### src/design/teq_pkg.sv
// Package for the timer expiry queue.
// Holds the slot record type, the sizing constants and the saturating add.
// No dependencies.
`timescale 1ns / 1ps

package teq_pkg;

  localparam int SLOTS   = 16;
  localparam int MAX_RES = 16;
  localparam int IDX_W   = (SLOTS > 1) ? $clog2(SLOTS) : 1;
  localparam int RANK_W  = (MAX_RES > 1) ? $clog2(MAX_RES) : 1;
  localparam int CNT_W   = $clog2(MAX_RES + 1);
  localparam int TIME_W  = 32;
  localparam int IVL_W   = 20;
  localparam int TAG_W   = 16;

  // One timer slot as it travels along the chain.
  typedef struct packed {
    logic              used;
    logic              picked;
    logic              rep;
    logic [RANK_W-1:0] rank;
    logic [TIME_W-1:0] expire;
    logic [IVL_W-1:0]  ivl;
    logic [TAG_W-1:0]  tag;
  } slot_t;

  // Time plus interval, held at the top of the time range.
  function automatic logic [TIME_W-1:0] sat_add(input logic [TIME_W-1:0] a,
                                                input logic [IVL_W-1:0] b);
    logic [TIME_W:0] s;
    s = {1'b0, a} + {{(TIME_W + 1 - IVL_W){1'b0}}, b};
    return s[TIME_W] ? {TIME_W{1'b1}} : s[TIME_W-1:0];
  endfunction

endpackage

### src/design/teq_cell.sv
// One cell of the timer ring: stores a single slot record.
// Loads its neighbor's record on every shift. Depends on teq_pkg.
`timescale 1ns / 1ps

module teq_cell (
  input  logic          clk,
  input  logic          rst_n,
  input  logic          shift,
  input  teq_pkg::slot_t d_in,
  output teq_pkg::slot_t q
);
  import teq_pkg::*;

  slot_t slot_r;

  // Only the occupancy and pick flags need a reset value.
  always_ff @(posedge clk) begin
    if (!rst_n) begin
      slot_r.used   <= 1'b0;
      slot_r.picked <= 1'b0;
    end else if (shift) begin
      slot_r <= d_in;
    end
  end

  assign q = slot_r;

endmodule

### src/design/timer_expiry_queue.sv
// Top level of the timer expiry queue: a ring of slot cells and its sequencer.
// Depends on teq_pkg and teq_cell.
`timescale 1ns / 1ps
//
// Usage: a transaction enters when start is high and busy is low. action 0
// adds a timer (expiry = now + interval, saturated), action 1 is a tick that
// fires every pending timer due at now, earliest expiry first, lower slot
// first on a tie, at most MAX_RES per tick.
// Results appear for one cycle each, marked by out_valid; the receiver cannot
// stall them, and the final result of a transaction has out_last set.
// The slots sit in a ring of SLOTS cells that rotates by one cell per cycle
// while a pass runs; all slot work happens at the head cell, so each pass
// visits every cell once. An add makes a scan pass and a write pass; its one
// result follows the write pass. A rejected add answers after the scan pass.
// A tick that fires n timers makes (n+1) selection passes, each followed by a
// check, one update pass, then n results back to back.
// A tick with nothing due gives its single result after one selection pass
// and the update pass. busy stays high until the last result is on the ports.
// Reset clears every slot's occupancy at once; the block is ready right away.

module timer_expiry_queue (
  input  logic                       clk,
  input  logic                       rst_n,
  input  logic                       start,
  output logic                       busy,
  input  logic                       in_action,
  input  logic [31:0]                in_now,
  input  logic [19:0]                in_interval,
  input  logic                       in_repeat_req,
  input  logic [15:0]                in_tag,
  output logic                       out_valid,
  output logic                       out_fired_valid,
  output logic [15:0]                out_fired_tag,
  output logic                       out_earlier,
  output logic                       out_full_res,
  output logic                       out_queue_nonempty,
  output logic [31:0]                out_next_expire,
  output logic                       out_last
);
  import teq_pkg::*;

  typedef enum logic [3:0] {
    S_IDLE, S_ADD_SCAN, S_ADD_CHK, S_ADD_WRITE, S_ADD_FIN,
    S_TICK_SEL, S_TICK_CHK, S_TICK_UPD, S_TICK_FIN, S_TICK_OUT
  } state_t;

  state_t             state_r;
  logic [IDX_W-1:0]   c_r;
  logic [TIME_W-1:0]  now_r;
  logic [TIME_W-1:0]  exp_r;
  logic [IVL_W-1:0]   ivl_r;
  logic               rep_r;
  logic [TAG_W-1:0]   tag_r;
  logic               had_r;
  logic [TIME_W-1:0]  cur_r;
  logic               free_r;
  logic [IDX_W-1:0]   free_idx_r;
  logic               found_r;
  logic [IDX_W-1:0]   best_idx_r;
  logic [TIME_W-1:0]  best_exp_r;
  logic               mark_vld_r;
  logic [IDX_W-1:0]   mark_idx_r;
  logic [RANK_W-1:0]  mark_rank_r;
  logic [CNT_W-1:0]   n_r;
  logic [RANK_W-1:0]  k_r;
  logic               ne_r;
  logic [TIME_W-1:0]  nx_r;
  logic               pend_r;
  logic               pend_last_r;
  logic [TAG_W-1:0]   rd_tag_r;
  logic [TAG_W-1:0]   obuf [MAX_RES];

  logic               ov_r;
  logic               ofv_r;
  logic [TAG_W-1:0]   otag_r;
  logic               oear_r;
  logic               ofull_r;
  logic               one_r;
  logic [TIME_W-1:0]  onx_r;
  logic               olast_r;

  slot_t              cells_q [SLOTS];
  slot_t              h;
  slot_t              proc;
  logic               shift;
  logic               elig;
  logic               mark_hit;
  logic               pass_end;
  logic               out_last_k;
  logic [TIME_W-1:0]  add_nx;

  // Ring of cells: each takes its upper neighbor, the tail takes the head's
  // processed record.
  genvar gi;
  generate
    for (gi = 0; gi < SLOTS; gi++) begin : g_cell
      if (gi == SLOTS - 1) begin : g_tail
        teq_cell u_cell (.clk(clk), .rst_n(rst_n), .shift(shift), .d_in(proc),
                         .q(cells_q[gi]));
      end else begin : g_body
        teq_cell u_cell (.clk(clk), .rst_n(rst_n), .shift(shift),
                         .d_in(cells_q[gi+1]), .q(cells_q[gi]));
      end
    end
  endgenerate

  assign shift = (state_r == S_ADD_SCAN) || (state_r == S_ADD_WRITE) ||
                 (state_r == S_TICK_SEL) || (state_r == S_TICK_UPD);
  assign pass_end   = (c_r == IDX_W'(SLOTS - 1));
  assign out_last_k = ({1'b0, k_r} == CNT_W'(n_r - CNT_W'(1)));

  // Head cell processing for the current pass.
  always_comb begin
    h        = cells_q[0];
    proc     = h;
    elig     = 1'b0;
    mark_hit = mark_vld_r && (c_r == mark_idx_r);
    case (state_r)
      S_ADD_WRITE: begin
        if (c_r == free_idx_r) begin
          proc.used   = 1'b1;
          proc.picked = 1'b0;
          proc.expire = exp_r;
          proc.ivl    = ivl_r;
          proc.rep    = rep_r;
          proc.tag    = tag_r;
        end
      end
      S_TICK_SEL: begin
        if (mark_hit) begin
          proc.picked = 1'b1;
          proc.rank   = mark_rank_r;
        end
        elig = h.used && !h.picked && !mark_hit && (h.expire <= now_r) &&
               (n_r < CNT_W'(MAX_RES)) && (!found_r || (h.expire < best_exp_r));
      end
      S_TICK_UPD: begin
        if (h.picked) begin
          proc.picked = 1'b0;
          if (h.rep) begin
            proc.expire = sat_add(now_r, h.ivl);
          end else begin
            proc.used = 1'b0;
          end
        end
      end
      default: begin
      end
    endcase
  end

  // Earliest expiry after an accepted add.
  always_comb begin
    if (had_r && (cur_r <= exp_r)) begin
      add_nx = cur_r;
    end else begin
      add_nx = exp_r;
    end
  end

  // Result buffer in firing order, written during the update pass.
  always_ff @(posedge clk) begin
    if (state_r == S_TICK_UPD && h.picked) begin
      obuf[h.rank] <= h.tag;
    end
    if (state_r == S_TICK_OUT) begin
      rd_tag_r <= obuf[k_r];
    end
  end

  // Sequencer, datapath registers and registered result ports.
  always_ff @(posedge clk) begin
    if (!rst_n) begin
      state_r    <= S_IDLE;
      c_r        <= '0;
      ov_r       <= 1'b0;
      pend_r     <= 1'b0;
      mark_vld_r <= 1'b0;
    end else begin
      ov_r   <= pend_r || ((state_r == S_ADD_CHK) && !free_r) ||
                (state_r == S_ADD_FIN) || ((state_r == S_TICK_FIN) && (n_r == '0));
      pend_r <= (state_r == S_TICK_OUT);
      if (shift) begin
        c_r <= pass_end ? '0 : c_r + IDX_W'(1);
      end

      // A fired timer read from the buffer into rd_tag_r is registered onto the result ports here.
      if (pend_r) begin
        ofv_r   <= 1'b1;
        otag_r  <= rd_tag_r;
        oear_r  <= 1'b0;
        ofull_r <= 1'b0;
        one_r   <= ne_r;
        onx_r   <= ne_r ? nx_r : '0;
        olast_r <= pend_last_r;
      end

      case (state_r)
        S_IDLE: begin
          if (start && !pend_r) begin
            now_r      <= in_now;
            exp_r      <= sat_add(in_now, in_interval);
            ivl_r      <= in_interval;
            rep_r      <= in_repeat_req;
            tag_r      <= in_tag;
            had_r      <= 1'b0;
            free_r     <= 1'b0;
            found_r    <= 1'b0;
            mark_vld_r <= 1'b0;
            n_r        <= '0;
            k_r        <= '0;
            ne_r       <= 1'b0;
            nx_r       <= '0;
            c_r        <= '0;
            state_r    <= in_action ? S_TICK_SEL : S_ADD_SCAN;
          end
        end
        S_ADD_SCAN: begin
          if (h.used && (!had_r || (h.expire < cur_r))) begin
            had_r <= 1'b1;
            cur_r <= h.expire;
          end
          if (!h.used && !free_r) begin
            free_r     <= 1'b1;
            free_idx_r <= c_r;
          end
          if (pass_end) begin
            state_r <= S_ADD_CHK;
          end
        end
        S_ADD_CHK: begin
          if (free_r) begin
            state_r <= S_ADD_WRITE;
          end else begin
            ofv_r   <= 1'b0;
            otag_r  <= '0;
            oear_r  <= 1'b0;
            ofull_r <= 1'b1;
            one_r   <= had_r;
            onx_r   <= had_r ? cur_r : '0;
            olast_r <= 1'b1;
            state_r <= S_IDLE;
          end
        end
        S_ADD_WRITE: begin
          if (pass_end) begin
            state_r <= S_ADD_FIN;
          end
        end
        S_ADD_FIN: begin
          ofv_r   <= 1'b0;
          otag_r  <= '0;
          oear_r  <= !had_r || (exp_r < cur_r);
          ofull_r <= 1'b0;
          one_r   <= 1'b1;
          onx_r   <= add_nx;
          olast_r <= 1'b1;
          state_r <= S_IDLE;
        end
        S_TICK_SEL: begin
          if (elig) begin
            found_r    <= 1'b1;
            best_idx_r <= c_r;
            best_exp_r <= h.expire;
          end
          if (pass_end) begin
            state_r <= S_TICK_CHK;
          end
        end
        S_TICK_CHK: begin
          // Schedule the winner to be marked during the next pass.
          found_r <= 1'b0;
          if (found_r) begin
            mark_vld_r  <= 1'b1;
            mark_idx_r  <= best_idx_r;
            mark_rank_r <= n_r[RANK_W-1:0];
            n_r         <= n_r + CNT_W'(1);
            state_r     <= S_TICK_SEL;
          end else begin
            mark_vld_r <= 1'b0;
            state_r    <= S_TICK_UPD;
          end
        end
        S_TICK_UPD: begin
          if (proc.used && (!ne_r || (proc.expire < nx_r))) begin
            ne_r <= 1'b1;
            nx_r <= proc.expire;
          end
          if (pass_end) begin
            state_r <= S_TICK_FIN;
          end
        end
        S_TICK_FIN: begin
          if (n_r == '0) begin
            ofv_r   <= 1'b0;
            otag_r  <= '0;
            oear_r  <= 1'b0;
            ofull_r <= 1'b0;
            one_r   <= ne_r;
            onx_r   <= ne_r ? nx_r : '0;
            olast_r <= 1'b1;
            state_r <= S_IDLE;
          end else begin
            state_r <= S_TICK_OUT;
          end
        end
        S_TICK_OUT: begin
          pend_last_r <= out_last_k;
          k_r         <= k_r + RANK_W'(1);
          if (out_last_k) begin
            state_r <= S_IDLE;
          end
        end
        default: begin
          state_r <= S_IDLE;
        end
      endcase
    end
  end

  // The block stays busy while the last fired timer is still on its way out.
  assign busy               = (state_r != S_IDLE) || pend_r;
  assign out_valid          = ov_r;
  assign out_fired_valid    = ofv_r;
  assign out_fired_tag      = otag_r;
  assign out_earlier        = oear_r;
  assign out_full_res       = ofull_r;
  assign out_queue_nonempty = one_r;
  assign out_next_expire    = onx_r;
  assign out_last           = olast_r;

endmodule

### config.mk
export PLATFORM = sky130hd
export DESIGN_NAME = timer_expiry_queue
export DESIGN_NICKNAME = d
export VERILOG_FILES = /design/src/design/teq_pkg.sv /design/src/design/teq_cell.sv /design/src/design/timer_expiry_queue.sv
export SDC_FILE = /design/constraint.sdc
export NUM_CORES = 2
export LEC_CHECK = 0
export BUFFER_PORTS_ARGS = -buffer_cell sky130_fd_sc_hd__buf_2
export CAP_MARGIN = 30
export CORE_MARGIN = 10
export CORE_UTILIZATION = 30
export DETAILED_ROUTE_END_ITERATION = 16
export PLACE_DENSITY = 0.47
export SYNTH_ARGS = -nofsm -noshare
export SYNTH_HDL_FRONTEND = slang
export SYNTH_SLANG_ARGS = --single-unit
### constraint.sdc
create_clock -name clk -period 67.6 [get_ports clk]
set_input_delay 10.14 -clock clk [delete_from_list [all_inputs] [get_ports clk]]
set_output_delay 10.14 -clock clk [all_outputs]
set_load 0.02 [all_outputs]
== Word level (Yosys, flattened, before mapping) ==
Memories as Yosys holds them, arrays and structs flattened. A register that Yosys moved wholly into a read port is not among the register bits.
Index checks and enable logic that the tools add are counted.

* Bits in registers: 1491
* Memory bits (writable): 256
* Bits of input ports: 73
* Output and inout bits: 55
* Word-level logic and storage cells: 320
* Memories kept: 1

{| class="wikitable"
|+ Memories
! name !! words !! width !! read ports !! clocked after Yosys merged registers in !! write ports !! line !! source
|-
| obuf || 16 || 16 || 1 || 1 || 1 || timer_expiry_queue.sv:71 || <nowiki>logic [TAG_W-1:0] obuf [MAX_RES];</nowiki>
|}

* Add/sub/neg operators: 6
* Order comparisons: 7
* Equality and inequality tests: 24
* Mux-type cells: 83
* Reduce and logical (&&, ||, !) cells: 56

{| class="wikitable"
|+ Operators by type and width
! operator !! number
|-
| 32-bit two-way mux || 11
|-
| 32-bit less-than comparator || 4
|-
| 32-bit one-hot mux with 2 select lines || 2
|-
| 32-bit one-hot mux with 3 select lines || 1
|-
| 68-bit two-way mux || 1
|-
| 32-bit by 20-bit adder with 33-bit output || 2
|-
| 32-bit <= comparator || 2
|-
| 4-bit two-way mux || 14
|-
| 16-bit two-way mux || 3
|-
| 16-bit one-hot mux with 3 select lines || 1
|-
| 36-bit two-way mux || 1
|-
| 4-bit one-hot mux with 9 select lines || 1
|-
| 1-bit two-way mux || 27
|-
| 1-bit one-hot mux with 3 select lines || 7
|-
| 4-bit AND reduction || 5
|-
| 3-bit AND reduction || 6
|-
| 4-bit by 3-bit equality test with 1-bit output, second input constant || 4
|-
| 2-bit inequality test, second input constant || 8
|-
| 1-bit logical AND || 14
|-
| 4-bit equality test, second input constant || 3
|-
| 1-bit logical OR || 11
|-
| 5-bit two-way mux || 2
|-
| 1-bit one-hot mux with 2 select lines || 5
|-
| 5-bit one-hot mux with 2 select lines || 1
|-
| 20 further kinds || 40
|}

== Logic depth before layout (Yosys ltp) ==
* Depth after elaboration: 10
* Gate-level depth with buffers: 19
* Gate-level depth less buffers: 18

== Cells and area by module ==
From an unflattened synthesis, not the netlist that was laid out.

* Cells, all modules: 3491
* Area total of the unflattened synthesis: 65649.2 um^2

{| class="wikitable"
|+ By module, submodules not included
! module !! times used !! cells each !! area an instance (um^2) !! seq. area each (um^2)
|-
| teq_cell || 16 || 80 || 2272.2 || 2232.1
|-
| timer_expiry_queue || 1 || 2211 || 29294.3 || 16796.1
|}

== Least setup slack after synthesis ==
OpenSTA, ideal clock, no wires.

* Path kind: input to register
* Start: in rst_n
* End: reg cur_r[0] (enable)
* Setup time: 0.421 ns
* Arrival: 64.353 ns
* Required time: 67.179 ns
* Slack: 2.826 ns
* Stages on the path: 4
* Buffers on the path: 0
* Cell sequence: inv_1 > nor2_1 > nand2_1 > nor2_1

* Cells in the longest elaborated chain, start to end: 1

{| class="wikitable"
|+ Ends and longest elaborated chain
! element !! line !! source
|-
| start, declared || timer_expiry_queue.sv:23 || <nowiki>input logic rst_n,</nowiki>
|-
| 3-bit AND reduction (no source line) || -- ||
|-
| end signal, assigned || timer_expiry_queue.sv:221 || <nowiki>cur_r <= h.expire;</nowiki>
|-
| end, declared || timer_expiry_queue.sv:55 || <nowiki>logic [TIME_W-1:0] cur_r;</nowiki>
|}

Every way passes these cells.
A chain may end at the register's enable or synchronous reset.

== Worst setup path in the final report ==
* Start: in rst_n
* End: reg g_cell[12].g_body.u_cell.slot_r (netlist bit g_cell[12].g_body.u_cell.q[52]) (enable)

* Cells in the longest elaborated chain, start to end: 1

{| class="wikitable"
|+ Ends and longest elaborated chain
! element !! line !! source
|-
| 2-bit AND reduction (no source line) || -- ||
|-
| end signal, assigned || teq_cell.sv:22 || <nowiki>slot_r <= d_in;</nowiki>
|-
| end, declared || teq_cell.sv:14 || <nowiki>slot_t slot_r;</nowiki>
|}

Every way passes these cells.

==> results.md <==
- The category of the critical setup timing path is primary input to flop.
- The clock passes through at most 3 buffers.
- Setup repair after global routing left no endpoint under its margin.
- The remaining antenna violation count is 0.
- Across every metal layer, demand over resource in global routing totals 0.119.
- After detailed routing, the number of vias per cell comes to approximately 4.7.
- The total setup violations reported at the end of the flow is 0.
- The compound-gate portion of the synthesized area is 0.0565.
- The clock tree from TritonCTS is done.
- In this run, synthesis produced a sequential element count of 1,763.
- The post-synth net total is 3,793.
- The worst pin sits at a relative slew slack of 0.290.
- The setup TNS is 0 ns.
- In the finished design, the share of the clock period the worst path needs comes to 0.208.
- For the pin with the worst max-slew slack, the measured transition is 1.07 ns.
- The total count of max-transition violations in the final report is 0.
- The average instance area after synthesis is roughly 19 µm².
- Of all nets on the critical path, the largest fanout is between 150 and 200.
- The final period demand of the worst path is about 14 ns.
- The number of clock sinks seen by CTS is roughly 1,800.
- The first detailed-routing pass ran for 7 iterations.
- The worst-case IR drop observed on VDD is between 0.02 and 0.03 mV.
- Yosys attributes the largest share of cell area to sky130_fd_sc_hd__edfxtp_1 79%, sky130_fd_sc_hd__ha_1 3.9%, sky130_fd_sc_hd__mux4_2 2.8%.
- The maximum number of pins on one net before global-route repair is roughly 190.
- After legalization and detailed placement, the total HPWL measured approximately 90 mm.
- Port buffering added roughly 130 buffers.
- Summed over all layers, the global routing overflow is 0.
- In this run the most used layer during global routing was met2.
- For the final database, setup skew stands at around 0.061 ns.
- The via count of the first global-routing pass is ~32,000.
- Of the post-synthesis cell area, the dominant cell type holds 0.791.
- The cell count after synthesis is 3,517.
- Routability-driven placement finished with a final weighted congestion of 0.809.
- The multiplexer area fraction after synthesis is 0.0389.
- The required time of the worst setup path is slightly below 70 ns.
- After synthesis, the largest family of logic cells by area is compound AO/OA/AOI/OAI gates.
- The total via count after detailed routing is 31,874.
- The final routed DRC violation total is 0.
- Dividing the detail-routed wire length by the instance count gives 21.0 µm.
- At the worst endpoint, the arrival time is 14.54 ns.
- Of the synthesized area, sequential elements account for 0.804.
- Clock tree synthesis inserted a total of about 190 buffers.
- The die is 487 µm tall.
- The post-layout net count is slightly above 4,000.
- Buffers added to address setup during post-CTS repair amount to 0.
- The number of instances resized during post-cts repair is 0.
- The core outline area is 217,000 µm².
- After synthesis, the share of flip-flops with an asynchronous set or reset is 0.
- The type of the most critical hold path is flop to flop.
- The clock reaches the later pin of the worst-skew pair after ~0.84 ns.
- The count of unique library cells instantiated by Yosys is 81.
- The leading area contributor after synthesis is sky130_fd_sc_hd__edfxtp_1.
- Wires add up to 143 mm.
- The share of the synthesized netlist area taken by xor and xnor gates is 0.00778.
- The hold-fix buffer count after cts is 0.
- The global-route wire length before repair is 214 mm.
- The top-level port count is 128.
- The run finished with clean final reports.
- The number of warnings reported in the yosys synthesis log is 0.
- The maximum level of the CTS H-tree is 4.
- The global-route track usage on met2 is 0.183.
- The area share of and/or/nand/nor cells after synthesis is 0.0390.
- After clock tree synthesis, the clock-pin slew on the worst setup and hold paths is 0.06 ns.
- After floorplanning, the core was divided into around 170 placement rows.
- The area growth from synthesis to layout is 16.6%.
- The number of max-cap violations is 0.
- The endpoint kind of the worst setup timing path is a flop.
- For this configuration, the core starts out at a cell density of 0.301.
- The hold violation total from the final report is 0.
- The clock root buffer is sky130_fd_sc_hd__clkbuf_16.
- The count of flip-flops with a built-in enable after synthesis is between 1,500 and 2,000.
- The power per cell area is 38.3 nW/µm².
- Based on the critical path, the design can be clocked at up to 71.0 MHz.
- In the global route stage, met1 resource usage came out at 0.169.
- In the synthesized netlist the dominant register cell turns out to be sky130_fd_sc_hd__edfxtp_1.
- Of the total synthesized cell area, the portion taken by full adders, half adders and majority gates is 0.0391.
- STA classifies the critical path startpoint as a primary input.
- In the final layout, the share of cells above drive strength 1 is 0.161.
- The floorplan step defined a die boundary enclosing 237,000 µm².
- The number of antenna violations at the first check in global routing came to 12.
- After the flow finishes, the layout carries non-filler instances totaling ~7,000.
- The global-route met3 utilization is 0.0232.
- The mapped netlist covers 65,300 µm².
- The floorplan step set the die width to 487 µm.
- The cell count after placement is between 6,000 and 7,000.
- Summed over all cells, the static leakage comes to 0.0253 µW.
- The detailed router finished its first iteration with 2,966 violations.
metrics by stage:
| stage | total power (µW) | util | setup slack, ns | hold slack [ns] | instance area, µm² |
|---|---|---|---|---|---|
| final | 2920 | 0.351 | 53.51 | 0.375 | 76200 |
| after global routing | 3060 | 0.351 | 53.11 | 0.376 | 76200 |
| after CTS | 2970 | 0.351 | 53.13 | 0.364 | 76100 |
| after detailed placement | 1910 | 0.322 | 52.22 | 0.405 | 69800 |
| after global placement | 1900 | 0.321 | 52.44 | 0.400 | 69700 |
| after floorplan | 2020 | - | 2.83 | 0.400 | 65300 |
worst max-delay path: stages:
cell and delay [ns]:
sky130_fd_sc_hd__buf_4 0.28, sky130_fd_sc_hd__inv_1 0.14, sky130_fd_sc_hd__nor2_4 0.78, sky130_fd_sc_hd__buf_12 0.66, sky130_fd_sc_hd__buf_4 0.81, sky130_fd_sc_hd__buf_4 0.86, sky130_fd_sc_hd__buf_4 0.27, sky130_fd_sc_hd__buf_16 0.31
final timing paths:
kind,startpoint,to,slack (ns),depth (start not counted)
max,rst_n,g_cell[12].g_body.u_cell.q[52]$_DFFE_PP_,53.51,8
min,g_cell[5].g_body.u_cell.q[40]$_DFFE_PP_,g_cell[4].g_body.u_cell.q[40]$_DFFE_PP_,0.38,0
max reg2reg,g_cell[0].g_body.u_cell.q[16]$_DFFE_PP_,nx_r[29]$_SDFFCE_PN0P_,60.45,19
min reg2reg,g_cell[5].g_body.u_cell.q[40]$_DFFE_PP_,g_cell[4].g_body.u_cell.q[40]$_DFFE_PP_,0.38,0
cells in the mapped netlist, types with 34 or more instances:
master                     instances
sky130_fd_sc_hd__inv_1           149
sky130_fd_sc_hd__clkbuf_1         73
sky130_fd_sc_hd__dfxtp_1          43
sky130_fd_sc_hd__a21oi_1         140
sky130_fd_sc_hd__a22oi_1          38
sky130_fd_sc_hd__mux4_2           80
sky130_fd_sc_hd__nor3_1           37
sky130_fd_sc_hd__nor2_1          162
sky130_fd_sc_hd__ha_1            201
sky130_fd_sc_hd__nand2_1         162
sky130_fd_sc_hd__mux2_2           45
sky130_fd_sc_hd__a221oi_1         35
sky130_fd_sc_hd__nand3_1          74
sky130_fd_sc_hd__xnor2_1          34
sky130_fd_sc_hd__edfxtp_1       1720
sky130_fd_sc_hd__o21ai_0          81
cells in the final DEF (no fill, tap or decap), types with 39 or more instances in the layout:
| master | count |
|---|---|
| sky130_fd_sc_hd__edfxtp_1 | 1720 |
| sky130_fd_sc_hd__ha_1 | 201 |
| sky130_fd_sc_hd__clkbuf_16 | 188 |
| sky130_fd_sc_hd__nand2_1 | 161 |
| sky130_fd_sc_hd__nor2_1 | 159 |
| sky130_fd_sc_hd__inv_1 | 149 |
| sky130_fd_sc_hd__a21oi_1 | 139 |
| sky130_fd_sc_hd__buf_2 | 126 |
| sky130_fd_sc_hd__o21ai_0 | 81 |
| sky130_fd_sc_hd__mux4_2 | 80 |
| sky130_fd_sc_hd__nand3_1 | 74 |
| sky130_fd_sc_hd__buf_4 | 56 |
| sky130_fd_sc_hd__mux2_2 | 45 |
| sky130_fd_sc_hd__dfxtp_1 | 42 |
| sky130_fd_sc_hd__clkbuf_1 | 40 |
| sky130_fd_sc_hd__clkinv_1 | 39 |
report_power, final:
| group | total [µW] | internal (µW) | switching [µW] | leakage (µW) |
|---|---|---|---|---|
| Clock | 1040 | 604 | 436 | 0.00304 |
| Sequential | 1530 | 1440 | 88.2 | 0.0162 |
| Combinational | 356 | 113 | 243 | 0.00614 |
sequential cells by signal, indices dropped and copies added (netlist names), 5 cells and up:
name / count
exp_r: 32
tag_r: 16
ivl_r: 20
rd_tag_r: 16
best_exp_r: 32
now_r: 32
obuf: 256
nx_r: 32
out_fired_tag: 16
out_next_expire: 32
cur_r: 32
g_cell.g_body.u_cell.q: 1125
n_r: 5
g_cell.g_tail.u_cell.q: 75
area by class of cell:
type	count	area, µm²
multi-input combinational	1505	11900
timing repair buffer	191	1270
antenna	4	10.0
sequential	1763	52500
clock inverter	118	1420
clock buffer	231	4900
fill	20444	141000
inverter	150	563
tap	2854	3570
per-layer routing:
metal	vias to the layer above	routed length (µm)	share of wire
met5	-	0	0
met4	0	3980	0.028
met3	235	6950	0.048
met2	787	65600	0.46
met1	16371	66900	0.47
li1	14481	-	-
cells by family (layout without fill, tap and decap cells):
| group | Yosys count | count (layout) |
|---|---|---|
| buffers and inverters | 249 | 690 |
| AO/OA/AOI/OAI | 542 | 542 |
| flip-flops | 1763 | 1763 |
| AND/OR/NAND/NOR | 554 | 554 |
| adder cells (fa/ha/maj) | 203 | 203 |
| other | 0 | 4 |
| multiplexers | 148 | 148 |
| XOR/XNOR | 58 | 58 |
(Power assumes the default switching activity.)
